[src/design/nsosc_pkg.sv]
// Package for the MIDI note sine oscillator: command and status codes,
// fixed-point constants, and elaboration-time helpers for the sine and pitch tables.
// No dependencies.
package nsosc_pkg;

  localparam logic CMD_TICK = 1'b0;
  localparam logic CMD_MIDI = 1'b1;

  localparam logic [7:0] NOTE_ON  = 8'h90;
  localparam logic [7:0] NOTE_OFF = 8'h80;
  localparam logic [6:0] FIRST_NOTE = 7'h24;

  localparam logic [63:0] Q30_ONE     = 64'd1073741824;
  localparam logic [63:0] HALF_PI_Q30 = 64'd1686629713;

  // True when the truncated Q30 twelfth power of q stays at or below two.
  function automatic logic pow12_fits(logic [63:0] q);
    logic [63:0] acc;
    logic fits;
    acc = Q30_ONE;
    fits = 1'b1;
    for (int k = 0; k < 12; k++) begin
      if (fits) begin
        acc = (acc * q) >> 30;
        if (acc > (Q30_ONE << 1)) begin
          fits = 1'b0;
        end
      end
    end
    return fits;
  endfunction

  // Largest Q30 semitone ratio whose truncated twelfth power does not exceed two.
  function automatic logic [63:0] semitone_ratio();
    logic [63:0] lo;
    logic [63:0] hi;
    logic [63:0] mid;
    lo = Q30_ONE;
    hi = Q30_ONE << 1;
    for (int n = 0; n < 40; n++) begin
      if (hi - lo > 64'd1) begin
        mid = lo + ((hi - lo) >> 1);
        if (pow12_fits(mid)) begin
          lo = mid;
        end else begin
          hi = mid;
        end
      end
    end
    return lo;
  endfunction

  // Q30 ratio raised to the power s, with each product truncated.
  function automatic logic [63:0] semitone_pow(int s);
    logic [63:0] r;
    logic [63:0] acc;
    r = semitone_ratio();
    acc = Q30_ONE;
    for (int k = 1; k < 12; k++) begin
      if (k <= s) begin
        acc = (acc * r) >> 30;
      end
    end
    return acc;
  endfunction

  // 127 * sin(pi/2 * m / 2^qbits), truncated, from a Taylor series in Q30.
  function automatic logic [6:0] quarter_sine(logic [63:0] m, int qbits);
    logic [63:0] x;
    logic [63:0] x2;
    logic [63:0] term;
    logic signed [63:0] sum;
    logic [63:0] usum;
    if (m >= (64'd1 << qbits)) begin
      return 7'd127;
    end
    x = (HALF_PI_Q30 * m) >> qbits;
    x2 = (x * x) >> 30;
    term = x;
    sum = $signed(x);
    term = ((term * x2) >> 30) / 64'd6;
    sum = sum - $signed(term);
    term = ((term * x2) >> 30) / 64'd20;
    sum = sum + $signed(term);
    term = ((term * x2) >> 30) / 64'd42;
    sum = sum - $signed(term);
    term = ((term * x2) >> 30) / 64'd72;
    sum = sum + $signed(term);
    term = ((term * x2) >> 30) / 64'd110;
    sum = sum - $signed(term);
    term = ((term * x2) >> 30) / 64'd156;
    sum = sum + $signed(term);
    if (sum < 0) begin
      sum = 0;
    end
    usum = $unsigned(sum);
    return 7'((usum * 64'd127) >> 30);
  endfunction

endpackage

[src/design/nsosc_sine.sv]
// Sine lookup for the oscillator: quarter-wave table with mirroring and sign fold,
// producing an offset-binary 8-bit sample. Depends on nsosc_pkg.
module nsosc_sine #(
  parameter int SINE_TABLE_BITS = 10
) (
  input  logic [SINE_TABLE_BITS-1:0] phase_idx,
  output logic [7:0]                 sample
);

  localparam int QB = SINE_TABLE_BITS - 2;
  localparam int QUARTER = 1 << QB;

  logic [6:0]    qtab [QUARTER];
  logic [1:0]    quad;
  logic [QB-1:0] m;
  logic [QB-1:0] m_mirror;
  logic [6:0]    mag;

  for (genvar k = 0; k < QUARTER; k++) begin : g_qtab
    localparam logic [6:0] V = nsosc_pkg::quarter_sine(64'(k), QB);
    assign qtab[k] = V;
  end

  assign quad     = phase_idx[SINE_TABLE_BITS-1 -: 2];
  assign m        = phase_idx[QB-1:0];
  assign m_mirror = ~m + QB'(1);

  always_comb begin
    if (quad[0]) begin
      mag = (m == '0) ? 7'd127 : qtab[m_mirror];
    end else begin
      mag = qtab[m];
    end
    sample = quad[1] ? (8'd128 - {1'b0, mag}) : (8'd128 + {1'b0, mag});
  end

endmodule

[src/design/nsosc_note_rom.sv]
// Equal-tempered phase increment table, one entry per note from the first table note,
// built at elaboration. Depends on nsosc_pkg.
module nsosc_note_rom #(
  parameter int SAMPLE_RATE = 44100,
  parameter int NOTE_COUNT  = 64,
  parameter int PHASE_BITS  = 32
) (
  input  logic [((NOTE_COUNT > 1) ? $clog2(NOTE_COUNT) : 1)-1:0] note_offset,
  output logic [PHASE_BITS-1:0]                                 increment
);

  logic [PHASE_BITS-1:0] rom [NOTE_COUNT];

  // Rounded increment for note FIRST_NOTE + i, frequency 440 * 2^((n - 69) / 12).
  function automatic logic [63:0] note_inc(int i);
    int d;
    int o;
    int s;
    int sh;
    logic [63:0] num;
    logic [63:0] q;
    d = int'(nsosc_pkg::FIRST_NOTE) + i - 69;
    o = (d >= 0) ? d / 12 : -((-d + 11) / 12);
    s = d - 12 * o;
    sh = o + PHASE_BITS - 30;
    num = 64'd440 * nsosc_pkg::semitone_pow(s);
    if (sh >= 0) begin
      q = ((num << sh) + 64'(SAMPLE_RATE / 2)) / 64'(SAMPLE_RATE);
    end else begin
      q = ((num + (64'(SAMPLE_RATE) << (-sh - 1))) >> (-sh)) / 64'(SAMPLE_RATE);
    end
    return q;
  endfunction

  for (genvar i = 0; i < NOTE_COUNT; i++) begin : g_rom
    localparam logic [63:0] INC = note_inc(i);
    assign rom[i] = INC[PHASE_BITS-1:0];
  end

  always_comb begin
    if (32'(note_offset) < 32'(NOTE_COUNT)) begin
      increment = rom[note_offset];
    end else begin
      increment = '0;
    end
  end

endmodule

[src/design/midi_note_sine_oscillator_core.sv]
// Top level of the MIDI note sine oscillator: input register, phase accumulator,
// note state and output register. Depends on nsosc_pkg, nsosc_sine and nsosc_note_rom.
//
//  Channel  Ports                          Contents
//  in       in_tvalid/in_tready/in_tdata   tick or MIDI message, tuser selects
//  out      out_tvalid/out_tready/out_tdata one 8-bit sample per tick
//
// An item is registered on acceptance; a new item can be taken every cycle unless a
// tick waits on a stalled output. The phase add and table reads set the cycle time.
// A tick's sample enters the output register as the tick leaves the input register; a
// MIDI message yields nothing. A stalled output holds the sample and stops ticks
// behind it. Reset clears phase and note state and selects the 1 Hz increment.
module midi_note_sine_oscillator_core #(
  parameter int SAMPLE_RATE     = 44100,
  parameter int NOTE_COUNT      = 64,
  parameter int PHASE_BITS      = 32,
  parameter int SINE_TABLE_BITS = 10
) (
  input  logic        clk,
  input  logic        rst_n,
  input  logic        in_tvalid,
  output logic        in_tready,
  input  logic [15:0] in_tdata,   // [7:0] status_byte, [14:8] note_number, [15] zero
  input  logic [0:0]  in_tuser,   // [0] cmd
  output logic        out_tvalid,
  input  logic        out_tready,
  output logic [7:0]  out_tdata   // [7:0] sample
);

  localparam int IDX_W = (NOTE_COUNT > 1) ? $clog2(NOTE_COUNT) : 1;
  localparam logic [PHASE_BITS-1:0] ONE_HZ =
    PHASE_BITS'(((64'd1 << PHASE_BITS) + 64'(SAMPLE_RATE / 2)) / 64'(SAMPLE_RATE));

  logic                  s1_valid_r, s1_valid_nxt;
  logic                  s1_cmd_r;
  logic [7:0]            s1_status_r;
  logic [6:0]            s1_note_r;
  logic [PHASE_BITS-1:0] phase_r, phase_nxt;
  logic [PHASE_BITS-1:0] inc_r, inc_nxt;
  logic [6:0]            playing_note_r, playing_note_nxt;
  logic                  note_active_r, note_active_nxt;
  logic                  out_valid_r, out_valid_nxt;
  logic [7:0]            out_sample_r, out_sample_nxt;

  logic                  in_accept;
  logic                  s1_is_tick;
  logic                  s1_adv;
  logic [6:0]            note_off7;
  logic                  note_in_range;
  logic [PHASE_BITS-1:0] note_inc;
  logic [7:0]            sine_sample;

  nsosc_sine #(
    .SINE_TABLE_BITS(SINE_TABLE_BITS)
  ) u_sine (
    .phase_idx(phase_r[PHASE_BITS-1 -: SINE_TABLE_BITS]),
    .sample   (sine_sample)
  );

  nsosc_note_rom #(
    .SAMPLE_RATE(SAMPLE_RATE),
    .NOTE_COUNT (NOTE_COUNT),
    .PHASE_BITS (PHASE_BITS)
  ) u_note_rom (
    .note_offset(note_off7[IDX_W-1:0]),
    .increment  (note_inc)
  );

  assign s1_is_tick = (s1_cmd_r == nsosc_pkg::CMD_TICK);
  assign s1_adv     = s1_valid_r && (!s1_is_tick || !out_valid_r || out_tready);
  assign in_tready  = !s1_valid_r || s1_adv;
  assign in_accept  = in_tvalid && in_tready;

  assign note_off7     = s1_note_r - nsosc_pkg::FIRST_NOTE;
  assign note_in_range = (s1_note_r >= nsosc_pkg::FIRST_NOTE) &&
                         (32'(note_off7) < 32'(NOTE_COUNT));

  always_comb begin
    s1_valid_nxt     = s1_valid_r;
    phase_nxt        = phase_r;
    inc_nxt          = inc_r;
    playing_note_nxt = playing_note_r;
    note_active_nxt  = note_active_r;
    out_valid_nxt    = out_valid_r;
    out_sample_nxt   = out_sample_r;

    if (out_tready) begin
      out_valid_nxt = 1'b0;
    end
    if (s1_adv) begin
      s1_valid_nxt = 1'b0;
      if (s1_is_tick) begin
        out_valid_nxt  = 1'b1;
        out_sample_nxt = sine_sample;
        phase_nxt      = phase_r + inc_r;
      end else if (s1_cmd_r == nsosc_pkg::CMD_MIDI && note_in_range) begin
        if (s1_status_r == nsosc_pkg::NOTE_ON) begin
          inc_nxt          = note_inc;
          playing_note_nxt = s1_note_r;
          note_active_nxt  = 1'b1;
        end else if (s1_status_r == nsosc_pkg::NOTE_OFF) begin
          if (note_active_r && playing_note_r == s1_note_r) begin
            inc_nxt         = ONE_HZ;
            note_active_nxt = 1'b0;
          end
        end
      end
    end
    if (in_accept) begin
      s1_valid_nxt = 1'b1;
    end
  end

  always_ff @(posedge clk) begin
    if (!rst_n) begin
      s1_valid_r     <= 1'b0;
      phase_r        <= '0;
      inc_r          <= ONE_HZ;
      playing_note_r <= '0;
      note_active_r  <= 1'b0;
      out_valid_r    <= 1'b0;
    end else begin
      s1_valid_r     <= s1_valid_nxt;
      phase_r        <= phase_nxt;
      inc_r          <= inc_nxt;
      playing_note_r <= playing_note_nxt;
      note_active_r  <= note_active_nxt;
      out_valid_r    <= out_valid_nxt;
    end
  end

  always_ff @(posedge clk) begin
    out_sample_r <= out_sample_nxt;
    if (in_accept) begin
      s1_cmd_r    <= in_tuser[0];
      s1_status_r <= in_tdata[7:0];
      s1_note_r   <= in_tdata[14:8];
    end
  end

  assign out_tvalid = out_valid_r;
  assign out_tdata  = out_sample_r;

endmodule

[config.mk]
export PLATFORM = sky130hd
export DESIGN_NAME = midi_note_sine_oscillator_core
export DESIGN_NICKNAME = d
export VERILOG_FILES = /design/src/design/nsosc_pkg.sv /design/src/design/nsosc_sine.sv /design/src/design/nsosc_note_rom.sv /design/src/design/midi_note_sine_oscillator_core.sv
export SDC_FILE = /design/constraint.sdc
export NUM_CORES = 1
export LEC_CHECK = 0
export BUFFER_PORTS_ARGS = -buffer_cell sky130_fd_sc_hd__buf_2
export CAP_MARGIN = 20
export CORE_ASPECT_RATIO = 1.5
export CORE_MARGIN = 1.5
export CORE_UTILIZATION = 25
export CTS_CLUSTER_DIAMETER = 40
export DETAILED_ROUTE_END_ITERATION = 10
export PLACE_DENSITY = 0.38
export SYNTH_ARGS = -nofsm -noshare
export SYNTH_HDL_FRONTEND = slang
export SYNTH_SLANG_ARGS = --single-unit
[constraint.sdc]
create_clock -name clk -period 4.36 [get_ports clk]
set_input_delay 0.218 -clock clk [delete_from_list [all_inputs] [get_ports clk]]
set_output_delay 0.218 -clock clk [all_outputs]
set_load 0.05 [all_outputs]
==> metrics.csv, run 1 <==
metric,value,unit
final weighted congestion in routability-driven placement,0.854,
transition time at the pin with the least slew margin,0.944,ns
Peak supply drop,0.000177,V
final core occ,28.1,%
number of maximum-capacitance constraint violations,0,
antenna cell count,0,
biggest area consumer among synthesized cells,dfxtp_1,
initial core utilization,25.3,%
Worst Hold Launch,in_tuser,
number of buffers inserted by port buffering,29,
async set or reset register ratio after synthesis,0,%
number of nets produced by synthesis,1533,
number of DRC violations after detailed-routing iteration 0,724,
average instance area after synthesis,7.19,um^2
"most common cell after layout, fill and taps aside",nand2_1,
number of filler cells placed in the layout,4533,
total power per unit cell area,203,mW/mm^2
routing layer with the top usage in global route,met2,
first-pass GRT wire length,61500,um
max-slew headroom at the worst pin,37.1,%
I/O pin cnt,31,
register bit count reported by yosys,94,
met1 track demand over resource,20.0,%
fraction of layout cells with a size suffix above 1,10.6,%
total CTS buffers,9,
sum of overflow across all layers after global routing,0,
number of warning messages in the yosys log,0,
Mapped Cells,1446,
Skew-Pair Late Insertion Delay,0.37,ns
minimum clock period,3.83,ns
number of H-tree levels,3,
number of vias after detailed routing,10756,
GRT Total Usage,18.4,%
Fmax achieved,261,MHz
drt via density,5.45,
worst reg2reg path startpoint,phase_r[24],
number of nets with antenna violations after detailed routing,0,
library cells used by synthesis,85,
leakage power figure,4.20,nW
Resized Gates After CTS,0,
global routing met3 resource utilization,1.17,%
maximum number of pins on one net before global-route repair,99,
Die Height,253,um
count of cells along the worst register-to-register path,14,
total count of max-transition violations in the final report,0,
width of the die,170,um
sequential-to-total area share from yosys stat,20.4,%
CTS root buf,clkbuf_16,
Post-Route Skew,0.0160,ns
maximum root-to-sink buffer count,2,
sort of element at the end of the critical path,register,
number of setup violations in the final report,0,
internal reg-to-reg setup slack,0.53,ns
number of synthesized flops with an enable pin,24,
number of failing hold endpoints at the final stage,0,
destination of the worst hold path,s1_cmd_r,
met2 GRT Util,35.1,%
die area,0.0428,mm^2
clock tree from TritonCTS,yes,
crit path DAT,3.94,ns
via count of the first global-routing pass,10596,
sort of element at the start of the critical path,register,
clock sink count,94,
placed wire-length estimate after detailed placement,28900,um
top area cells in the synthesized netlist,"dfxtp_1, ha_1, edfxtp_1, o21ai_0, a21oi_1",
maximum fanout along the worst path,9,
Hold Path Depth,1,
r2r endpoint,out_tdata[4],
most frequent cells in the layout,"nand2_1, o21ai_0, a21oi_1",
row count,91,
Final Net Count,1498,
part of the cycle the worst path needs,88.0,%
final routed wire length divided by cell count,19.8,um
area grow syn2layout,11.3,%
Crit Path Category,reg -> reg,
number of iterations in the first detailed-routing pass,6,
Hold Crit Class,in -> reg,
clock slew at the register clock pins of the worst setup and hold paths,0.08,ns
setup repair after global routing missed its margin,no,
Post-Syn Area,0.0104,mm^2
number of DRC violations after detailed routing,0,
share of Yosys cell area claimed by the top area cell type,13.5,%
Final Routed Wirelength,39000,um
Floorplan Core Area,0.0411,mm^2
total negative slack for setup checks,0,ns
most instantiated flip-flop cell in the synthesis netlist,dfxtp_1,
Required @ worst endpoint,4.47,ns
outcome,completed,
initial antenna violation count,0,
## cells in the mapped netlist (all sizes together) (12+ instances only)
| master | n |
|---|---|
| a211oi | 32 |
| a21boi | 24 |
| a21o | 14 |
| a21oi | 136 |
| a311oi | 12 |
| a31oi | 17 |
| and2 | 25 |
| buf | 31 |
| clkbuf | 107 |
| dfxtp | 70 |
| edfxtp | 24 |
| ha | 65 |
| inv | 34 |
| mux2i | 19 |
| nand2 | 164 |
| nand2b | 21 |
| nand3 | 49 |
| nor2 | 112 |
| nor2b | 29 |
| nor3 | 36 |
| o211ai | 35 |
| o21ai | 140 |
| o311ai | 12 |
| o31ai | 15 |
| xnor2 | 27 |
| xor2 | 24 |
## worst max-delay path, cell delays in order, from the launching register on
cell      delay [ns]
dfxtp_1         0.31
clkinv_1        0.12
ha_1            0.34
or3b_4          0.44
or3_4           0.44
xnor2_4         0.33
a21oi_2         0.04
a32o_1          0.28
o311a_1         0.32
a211oi_4        0.33
inv_1           0.08
ha_1            0.20
inv_1           0.09
o31ai_1         0.09
xor2_1          0.16
## layer usage
metal / part of all wire (%) / vias to the layer above
li1: - / 5289
met1: 39 / 5094
met2: 54 / 287
met3: 2.7 / 86
met4: 4.8 / 0
met5: 0 / -
## cell type report
cell class / instances / area [um^2] / share of cell area, %
multi-input cells: 1177 / 7650 / 66.1
flip-flops and latches: 94 / 2120 / 18.4
well taps: 558 / 698 / 6.04
repair buffers: 92 / 668 / 5.78
clock buffers: 9 / 225 / 1.95
inverters: 37 / 139 / 1.20
clock inverters: 7 / 66.3 / 0.573
## cell families after synthesis
| logic type | count (synthesis) | synth area share, % |
|---|---|---|
| xor gates and xnor gates | 51 | 4.66 |
| buffers and inverters | 175 | 6.68 |
| and+or+nand+nor | 493 | 22.5 |
| AOI/OAI and AO/OA | 534 | 33.3 |
| muxes | 32 | 4.32 |
| DFF | 94 | 20.4 |
| adders and majority gates | 67 | 8.11 |
## stage by stage
step           power (mW)  cells  hold WS [ns]  worst slack [ns]  instance area, um^2
5_1_grt              2.48   1974       0.00646             0.188                11600
3_5_place_dp         1.57   1953         0.396             0.503                11200
2_1_floorplan        1.38   1446         0.317            0.0224                10400
3_3_place_gp         1.58   1953         0.396             0.478                11200
4_1_cts              2.40   1974     0.0000430             0.492                11600
6_report             2.35   1974        0.0268             0.525                11600
## power by group
part | switching, mW | leakage [nW] | internal [mW]
registers | 0.0173 | 0.797 | 0.912
clock network | 0.393 | 0.141 | 0.400
logic | 0.405 | 3.26 | 0.225
## how the worst max path moves through the flow
| stage | start | to | slack, ns | cells past startpoint |
|---|---|---|---|---|
| after floorplan | phase_r[22] | out_tdata[4] | 0.02 | 20 |
| after global placement | phase_r[24] | out_tdata[4] | 0.48 | 14 |
| after detailed placement | phase_r[24] | out_tdata[4] | 0.50 | 14 |
| after CTS | phase_r[24] | out_tdata[4] | 0.49 | 14 |
| after global routing | phase_r[24] | out_tdata[4] | 0.19 | 15 |
| final | phase_r[24] | out_tdata[4] | 0.53 | 14 |
## timing repair
item	CTS	global route
setup buffers	0	0
hold buffers	5	0
endpoints found under the hold margin	5	0
## state kept, by name (all words and copies together), names as in the netlist
name / count
phase_r: 32
playing_note_r: 7
s1_cmd_r: 1
out_tdata: 8
s1_valid_r: 1
s1_status_r: 8
out_tvalid: 1
inc_r: 28
note_active_r: 1
s1_note_r: 7
(Power assumes the default switching activity.)
==> run 2, diff against run 1 <==
--- a/config.mk
+++ b/config.mk
@@ -6,4 +6,5 @@
 export NUM_CORES = 1
 export LEC_CHECK = 0
+export ABC_AREA = 1
 export BUFFER_PORTS_ARGS = -buffer_cell sky130_fd_sc_hd__buf_2
 export CAP_MARGIN = 20
==> constraint.sdc (replaced) <==
create_clock -name clk -period 4.36 [get_ports clk]
set_input_delay 0.436 -clock clk [delete_from_list [all_inputs] [get_ports clk]]
set_output_delay 0.436 -clock clk [all_outputs]
set_load 0.05 [all_outputs]
==> run 2 against run 1 <==
Effect of this change:
- combinational power grew 86%
- clock skew shrank 0.0052 ns
- sequential cell count is the same
- via count grew 3.3%
- utilization shrank 0.29 points
- largest power group is now combinational logic
- critical endpoint is now inc_r[17]
- routed wire length grew 4.7%
- non-clock buffer count shrank 25
==> metrics.csv, run 2 <==
metric,value,unit,change
max-slew headroom at the worst pin,42.7,%,+5.7 points
I/O pin cnt,31,,unchanged
Biggest register,phase_r,,
Synth top cells by count,"nand2_1, nor2_1, o21ai_0",,
Crit Path Category,reg -> reg,,
register bit count reported by yosys,94,,unchanged
cell with the biggest individual delay on the critical path,nand2_1,,
sum of overflow across all layers after global routing,0,,unchanged
total CTS buffers,9,,unchanged
setup repair after global routing missed its margin,no,,
Hold Crit Class,in -> reg,,
Final Net Count,1730,,+15%
antenna cell count,0,,unchanged
total negative slack for setup checks,0,ns,unchanged
maximum number of pins on one net before global-route repair,52,,-47%
number of maximum-capacitance constraint violations,0,,unchanged
outcome,completed,,
die area,0.0409,mm^2,-4.4%
initial antenna violation count,0,,unchanged
most repeated cell in the gate-level netlist after synthesis,nand2_1,,
via count of the first global-routing pass,10973,,+3.6%
number of vias after detailed routing,11115,,+3.3%
drt via density,5.17,,-5.0%
Peak supply drop,0.000198,V,+12%
worst reg2reg path startpoint,s1_note_r[2],,
row count,89,,-2.2%
Final Routed Wirelength,40800,um,+4.7%
share of Yosys cell area claimed by the top area cell type,15.0,%,+1.5 points
total count of max-transition violations in the final report,0,,unchanged
number of warning messages in the yosys log,0,,unchanged
Crit. path cell count,11,,-3
maximum root-to-sink buffer count,2,,unchanged
Most common cell on crit path,nand2_1,,
Mapped Cells,1646,,+14%
leakage power figure,5.09,nW,+21%
Required @ worst endpoint,4.59,ns,+0.12 ns
Worst path max stage delay,0.79,ns,+0.35 ns
"most common cell after layout, fill and taps aside",nand2_1,,
top area cells in the synthesized netlist,"nand2_1, dfxtp_1, o21ai_0, ha_1, edfxtp_1",,
CTS root buf,clkbuf_16,,
number of buffers inserted by port buffering,29,,unchanged
clock slew at the register clock pins of the worst setup and hold paths,0.07,ns,about the same
transition time at the pin with the least slew margin,0.857,ns,-0.0870 ns
biggest area consumer among synthesized cells,nand2_1,,
final weighted congestion in routability-driven placement,0.901,,+5.5%
post-CTS setup buffer count,0,,unchanged
Post-Syn Area,0.00993,mm^2,-4.5%
number of buffer and inverter stages on the critical path,2,,-1
Top Family by Delay on Critical Path,simple AND/OR/NAND/NOR gates,,
placed wire-length estimate after detailed placement,31400,um,+8.6%
part of the cycle the worst path needs,81.4,%,-6.6 points
fraction of layout cells with a size suffix above 1,7.10,%,-3.5 points
width of the die,166,um,-2.2%
initial core utilization,25.3,%,+0.036 points
crit path DAT,3.78,ns,-0.16 ns
sort of element at the end of the critical path,register,,
sort of element at the start of the critical path,register,,
Die Height,247,um,-2.2%
Fmax achieved,282,MHz,+8.1%
library cells used by synthesis,56,,-34%
number of nets with antenna violations after detailed routing,0,,unchanged
final routed wire length divided by cell count,19.0,um,-3.8%
async set or reset register ratio after synthesis,0,%,unchanged
maximum fanout along the worst path,25,,+16
internal reg-to-reg setup slack,0.81,ns,+0.29 ns
clock tree from TritonCTS,yes,,
number of nets produced by synthesis,1733,,+13%
count of cells along the worst register-to-register path,11,,-3
number of failing hold endpoints at the final stage,0,,unchanged
crit path from,s1_note_r[2],,
number of DRC violations after detailed-routing iteration 0,708,,-2.2%
number of setup violations in the final report,0,,unchanged
sequential-to-total area share from yosys stat,21.4,%,+0.96 points
total power draw,2.94,mW,+25%
area grow syn2layout,9.97,%,
clock sink count,94,,unchanged
number of iterations in the first detailed-routing pass,5,,-1
CTS Hold Buffers Added,0,,-5
average instance area after synthesis,6.03,um^2,-16%
Post-Route Skew,0.0108,ns,-0.00522 ns
Skew-Pair Late Insertion Delay,0.37,ns,about the same
first-pass GRT wire length,63300,um,+2.9%
number of synthesized flops with an enable pin,24,,unchanged
r2r endpoint,inc_r[17],,
ordered cell list for the critical path,"inv_1, ha_1, a21oi_1, o21ai_1, nand2_1, nor2_1, nand2_1, nand2_1, inv_1, nand2_1, a21oi_1",,
number of H-tree levels,3,,unchanged
total power per unit cell area,270,mW/mm^2,+33%
DP Worst Slack,0.773,ns,+0.270 ns
Floorplan Core Area,0.0392,mm^2,-4.6%
minimum clock period,3.55,ns,-0.288 ns
max FFs per register,32,,unchanged
most frequent cells in the layout,"nand2_1, nor2_1, o21ai_0",,
number of DRC violations after detailed routing,0,,unchanged
Worst Slack Setup Final,0.813,ns,+0.288 ns
largest registers ranked by flip-flop count,"phase_r: 32 flops, inc_r: 28 flops",,
GRT Total Usage,19.8,%,+1.5 points
most instantiated flip-flop cell in the synthesis netlist,dfxtp_1,,
Resized Gates After CTS,0,,unchanged
Worst setup endpoint,inc_r[17],,
==> run 2: cell count changes after synthesis, moves of 26 or more <==
cell / previous run / this run
nand3_1: 49 / 143
nor2_1: 112 / 179
nand2_1: 164 / 396
clkbuf_1: 107 / 45
nor2b_1: 28 / 0
inv_1: 31 / 162
o21ai_0: 138 / 164
==> run 2: metal layers <==
| metal | GRT usage [%] | up-vias | part of all wire (%) |
|---|---|---|---|
| met2 | 38.0 | 275 | 54 |
| met1 | 21.2 | 5199 | 39 |
| met4 | 10.9 | 0 | 4.9 |
| li1 | - | 5551 | - |
| met5 | 0 | - | 0 |
| met3 | 1.95 | 90 | 2.7 |
==> run 2: cell families (layout without fill, tap and decap cells) <==
| kind of cell | Yosys count | after routing | synth area share [%] |
|---|---|---|---|
| and+or+nand+nor | 782 | 782 | 33.5 |
| AOI/OAI and AO/OA | 421 | 421 | 24.0 |
| buffers and inverters | 258 | 260 | 10.6 |
| DFF | 94 | 94 | 21.4 |
| adders and majority gates | 66 | 66 | 8.39 |
| xor gates and xnor gates | 25 | 25 | 2.21 |
==> run 2: worst min path at each step <==
stage	from	cells past startpoint	to	slack [ns]
after floorplan	note_active_r	2	note_active_r	0.44
after global placement	note_active_r	2	note_active_r	0.45
after detailed placement	note_active_r	2	note_active_r	0.46
after CTS	in_tdata[1]	1	s1_status_r[1]	0.22
after global routing	in_tdata[1]	1	s1_status_r[1]	0.22
final	in_tdata[1]	1	s1_status_r[1]	0.24
==> run 2: metrics by stage <==
step           hold WS [ns]  cell area [um^2]  std cells  utilization, %
3_3_place_gp          0.450             10600       2132            27.1
2_1_floorplan         0.439              9930       1646               -
4_1_cts               0.216             10900       2148            27.9
5_1_grt               0.224             10900       2148            27.9
6_report              0.235             10900       2148            27.9
3_5_place_dp          0.462             10600       2132            27.1
==> run 2: report_power, final <==
part / leakage (nW) / internal (mW) / switching, mW
Clock: 0.139 / 0.450 / 0.390
Sequential: 0.796 / 0.921 / 0.0175
Combinational: 4.15 / 0.346 / 0.820
==> run 2: worst reg2reg max path, stage by stage (launching register included) <==
cell	delay, ns
edfxtp_1	0.38
inv_1	0.41
ha_1	0.31
a21oi_1	0.10
o21ai_1	0.20
nand2_1	0.10
nor2_1	0.13
nand2_1	0.35
nand2_1	0.79
inv_1	0.42
nand2_1	0.16
a21oi_1	0.07
==> run 2: layout make-up <==
type	count	area, um^2
fill	4555	28300
multi-input combinational	1294	6770
sequential	94	2120
inverter	177	667
tap	500	626
timing repair buffer	67	430
clock buffer	10	229
clock inverter	6	71.3
==> run 3, diff against run 2 <==
ABC_AREA = 0   (was 1)
PLACE_DENSITY = 0.37   (was 0.38)
clock period = 3.7 ns   (was 4.36 ns; I/O delays follow)
==> run 3 against run 2 <==
Effect of this change:
- via count down 2.4%
- count of clock-buffer cells in the layout decreased by 1
- cell area grew 9.0%
- sequential power rose by 16%
- combinational power down 35%
- global-route usage decreased by 0.91 points
- utilization rose by 1.1 points
- first-iteration DRC count down 4.2%
- worst hold slack lost 0.068 ns
- register-to-register slack worse by 0.65 ns
- power fell by 4.3%
- critical endpoint is now out_tdata[4]
- highest routed layer unchanged
==> metrics.csv, run 3 (synthesized netlist as in run 1, its figures left out) <==
metric,value,unit,change
Skew-Pair Late Insertion Delay,0.37,ns,about the same
row count,91,,+2.2%
Post-DP Area,0.0116,mm^2,+9.3%
total net switching power,0.986,mW,-20%
total count of max-transition violations in the final report,0,,unchanged
initial core utilization,25.3,%,-0.036 points
final core occ,28.9,%,+1.1 points
most frequent cells in the layout,"nand2_1, o21ai_0, a21oi_1",,
Fmax achieved,283,MHz,+0.36%
number of H-tree levels,3,,unchanged
max FFs per register,32,,unchanged
maximum fanout along the worst path,6,,-76%
Hold Crit Class,in -> reg,,
part of the cycle the worst path needs,95.5,%,+14 points
total negative slack for setup checks,0,ns,unchanged
total power per unit cell area,237,mW/mm^2,-12%
total CTS buffers,9,,unchanged
number of DRC violations after detailed-routing iteration 0,678,,-4.2%
crit path DAT,3.65,ns,-0.13 ns
largest registers ranked by flip-flop count,"phase_r: 32 flops, inc_r: 28 flops",,
transition time at the pin with the least slew margin,0.950,ns,+0.0927 ns
DP Worst Slack,0.133,ns,-0.640 ns
die area,0.0428,mm^2,+4.6%
"most common cell after layout, fill and taps aside",nand2_1,,
maximum root-to-sink buffer count,2,,unchanged
placed wire-length estimate after detailed placement,30300,um,-3.3%
width of the die,170,um,+2.3%
Required @ worst endpoint,3.82,ns,-0.77 ns
setup repair after global routing missed its margin,no,,
Crit Path Category,reg -> reg,,
Floorplan Core Area,0.0411,mm^2,+4.9%
antenna cell count,0,,unchanged
number of DRC violations after detailed routing,0,,unchanged
post-CTS setup buffer count,0,,unchanged
Die Height,253,um,+2.3%
Post-Route Skew,0.0129,ns,+0.00209 ns
number of iterations in the first detailed-routing pass,5,,unchanged
Peak supply drop,0.000170,V,-14%
number of vias after detailed routing,10844,,-2.4%
outcome,completed,,
Top Family by Delay on Critical Path,simple AND/OR/NAND/NOR gates,,
leakage power figure,4.39,nW,-14%
ordered cell list for the critical path,"inv_4, ha_1, or3b_4, or3_4, xnor2_4, buf_4, o31ai_1, a311oi_1, o21ai_0, a31oi_1, inv_1, ha_1, inv_1, o31ai_1, xor2_1",,
I/O pin cnt,31,,unchanged
minimum clock period,3.53,ns,-0.0129 ns
clock slew at the register clock pins of the worst setup and hold paths,0.08,ns,about the same
Combinational Power Share,27.0,%,-13 points
Worst path max stage delay,0.44,ns,-0.35 ns
GRT Total Usage,18.9,%,-0.91 points
number of filler cells placed in the layout,4565,,+0.22%
number of maximum-capacitance constraint violations,0,,unchanged
maximum number of pins on one net before global-route repair,99,,+90%
clock tree from TritonCTS,yes,,
final routed wire length divided by cell count,20.0,um,+5.3%
routing layer with the top usage in global route,met2,,
global routing met3 resource utilization,1.42,%,-0.53 points
Worst Slack Setup Final,0.166,ns,-0.647 ns
initial antenna violation count,0,,unchanged
clock sink count,94,,unchanged
area grow syn2layout,14.4,%,
sum of overflow across all layers after global routing,0,,unchanged
final weighted congestion in routability-driven placement,0.887,,-1.5%
drt via density,5.40,,+4.4%
via count of the first global-routing pass,10838,,-1.2%
number of failing hold endpoints at the final stage,0,,unchanged
number of buffers inserted by port buffering,29,,unchanged
number of setup violations in the final report,0,,unchanged
Resized Gates After CTS,0,,unchanged
sort of element at the end of the critical path,register,,
Final Routed Wirelength,40200,um,-1.6%
internal power consumption,1.83,mW,+6.6%
fraction of layout cells with a size suffix above 1,13.5,%,+6.4 points
number of nets with antenna violations after detailed routing,0,,unchanged
power share of the clock group,34.2,%,+5.7 points
fin area,0.0119,mm^2,+9.0%
max-slew headroom at the worst pin,36.6,%,-6.1 points
first-pass GRT wire length,63100,um,-0.31%
share of total power consumed by net switching,35.0,%,-6.7 points
sort of element at the start of the critical path,register,,
CTS root buf,clkbuf_16,,
cell with the biggest individual delay on the critical path,or3_4,,
met1 track demand over resource,20.7,%,-0.50 points
Final Net Count,1532,,-11%
portion of total power attributed to sequential cells,38.8,%,+6.9 points
Sequential cell area,0.00213,mm^2,+0.35%
number of buffer and inverter stages on the critical path,4,,+2
CTS Hold Buffers Added,0,,unchanged
met2 GRT Util,36.1,%,-1.8 points
Multi-input gate area,0.00766,mm^2,+13%
Biggest register,phase_r,,
[run 3: power by group through the flow]
stage               Combinational [mW]  Clock (mW)  Sequential (mW)
CTS                              0.761        1.01             1.09
detailed placement               0.758           0             1.12
global placement                 0.760           0             1.12
floorplan                        0.507           0             1.12
global route                     0.838        1.04             1.10
finish                           0.762       0.963             1.09
[run 3: stage by stage]
| step | total power [mW] | instances | hold WS [ns] |
|---|---|---|---|
| 2_1_floorplan | 1.62 | 1446 | 0.445 |
| 3_5_place_dp | 1.88 | 1992 | 0.467 |
| 5_1_grt | 2.98 | 2008 | 0.152 |
| 6_report | 2.82 | 2008 | 0.167 |
| 3_3_place_gp | 1.88 | 1991 | 0.458 |
| 4_1_cts | 2.86 | 2008 | 0.149 |
[run 3: path summary, 6_finish.rpt]
path,from,endpoint,slack [ns],cells after the start
max,phase_r[23],out_tdata[4],0.17,15
min reg2reg,inc_r[21],inc_r[21],0.47,2
max reg2reg,phase_r[23],out_tdata[4],0.17,15
min,in_tdata[5],s1_status_r[5],0.17,1
[run 3: worst register-to-register path: cells and delay by family (launching register included)]
kind	cells	cell delay, ns
AO/OA/AOI/OAI	5	0.82
XOR/XNOR	2	0.38
adder cells (fa/ha/maj)	2	0.40
buffers and inverters	4	0.50
flip-flops	1	0.34
AND/OR/NAND/NOR	2	0.85
[run 3: final cells by class]
type,count,share of cell area (%)
timing repair buffer,126,8.14
sequential,94,17.9
clock buffer,9,1.89
inverter,37,1.22
tap,558,5.87
multi-input combinational,1177,64.4
clock inverter,7,0.589
[run 3: per-layer routing]
layer	part of all wire, %	routed length (um)
met3	2.7	1070
met5	0	0
met4	4.5	1800
met2	54	21600
met1	39	15700
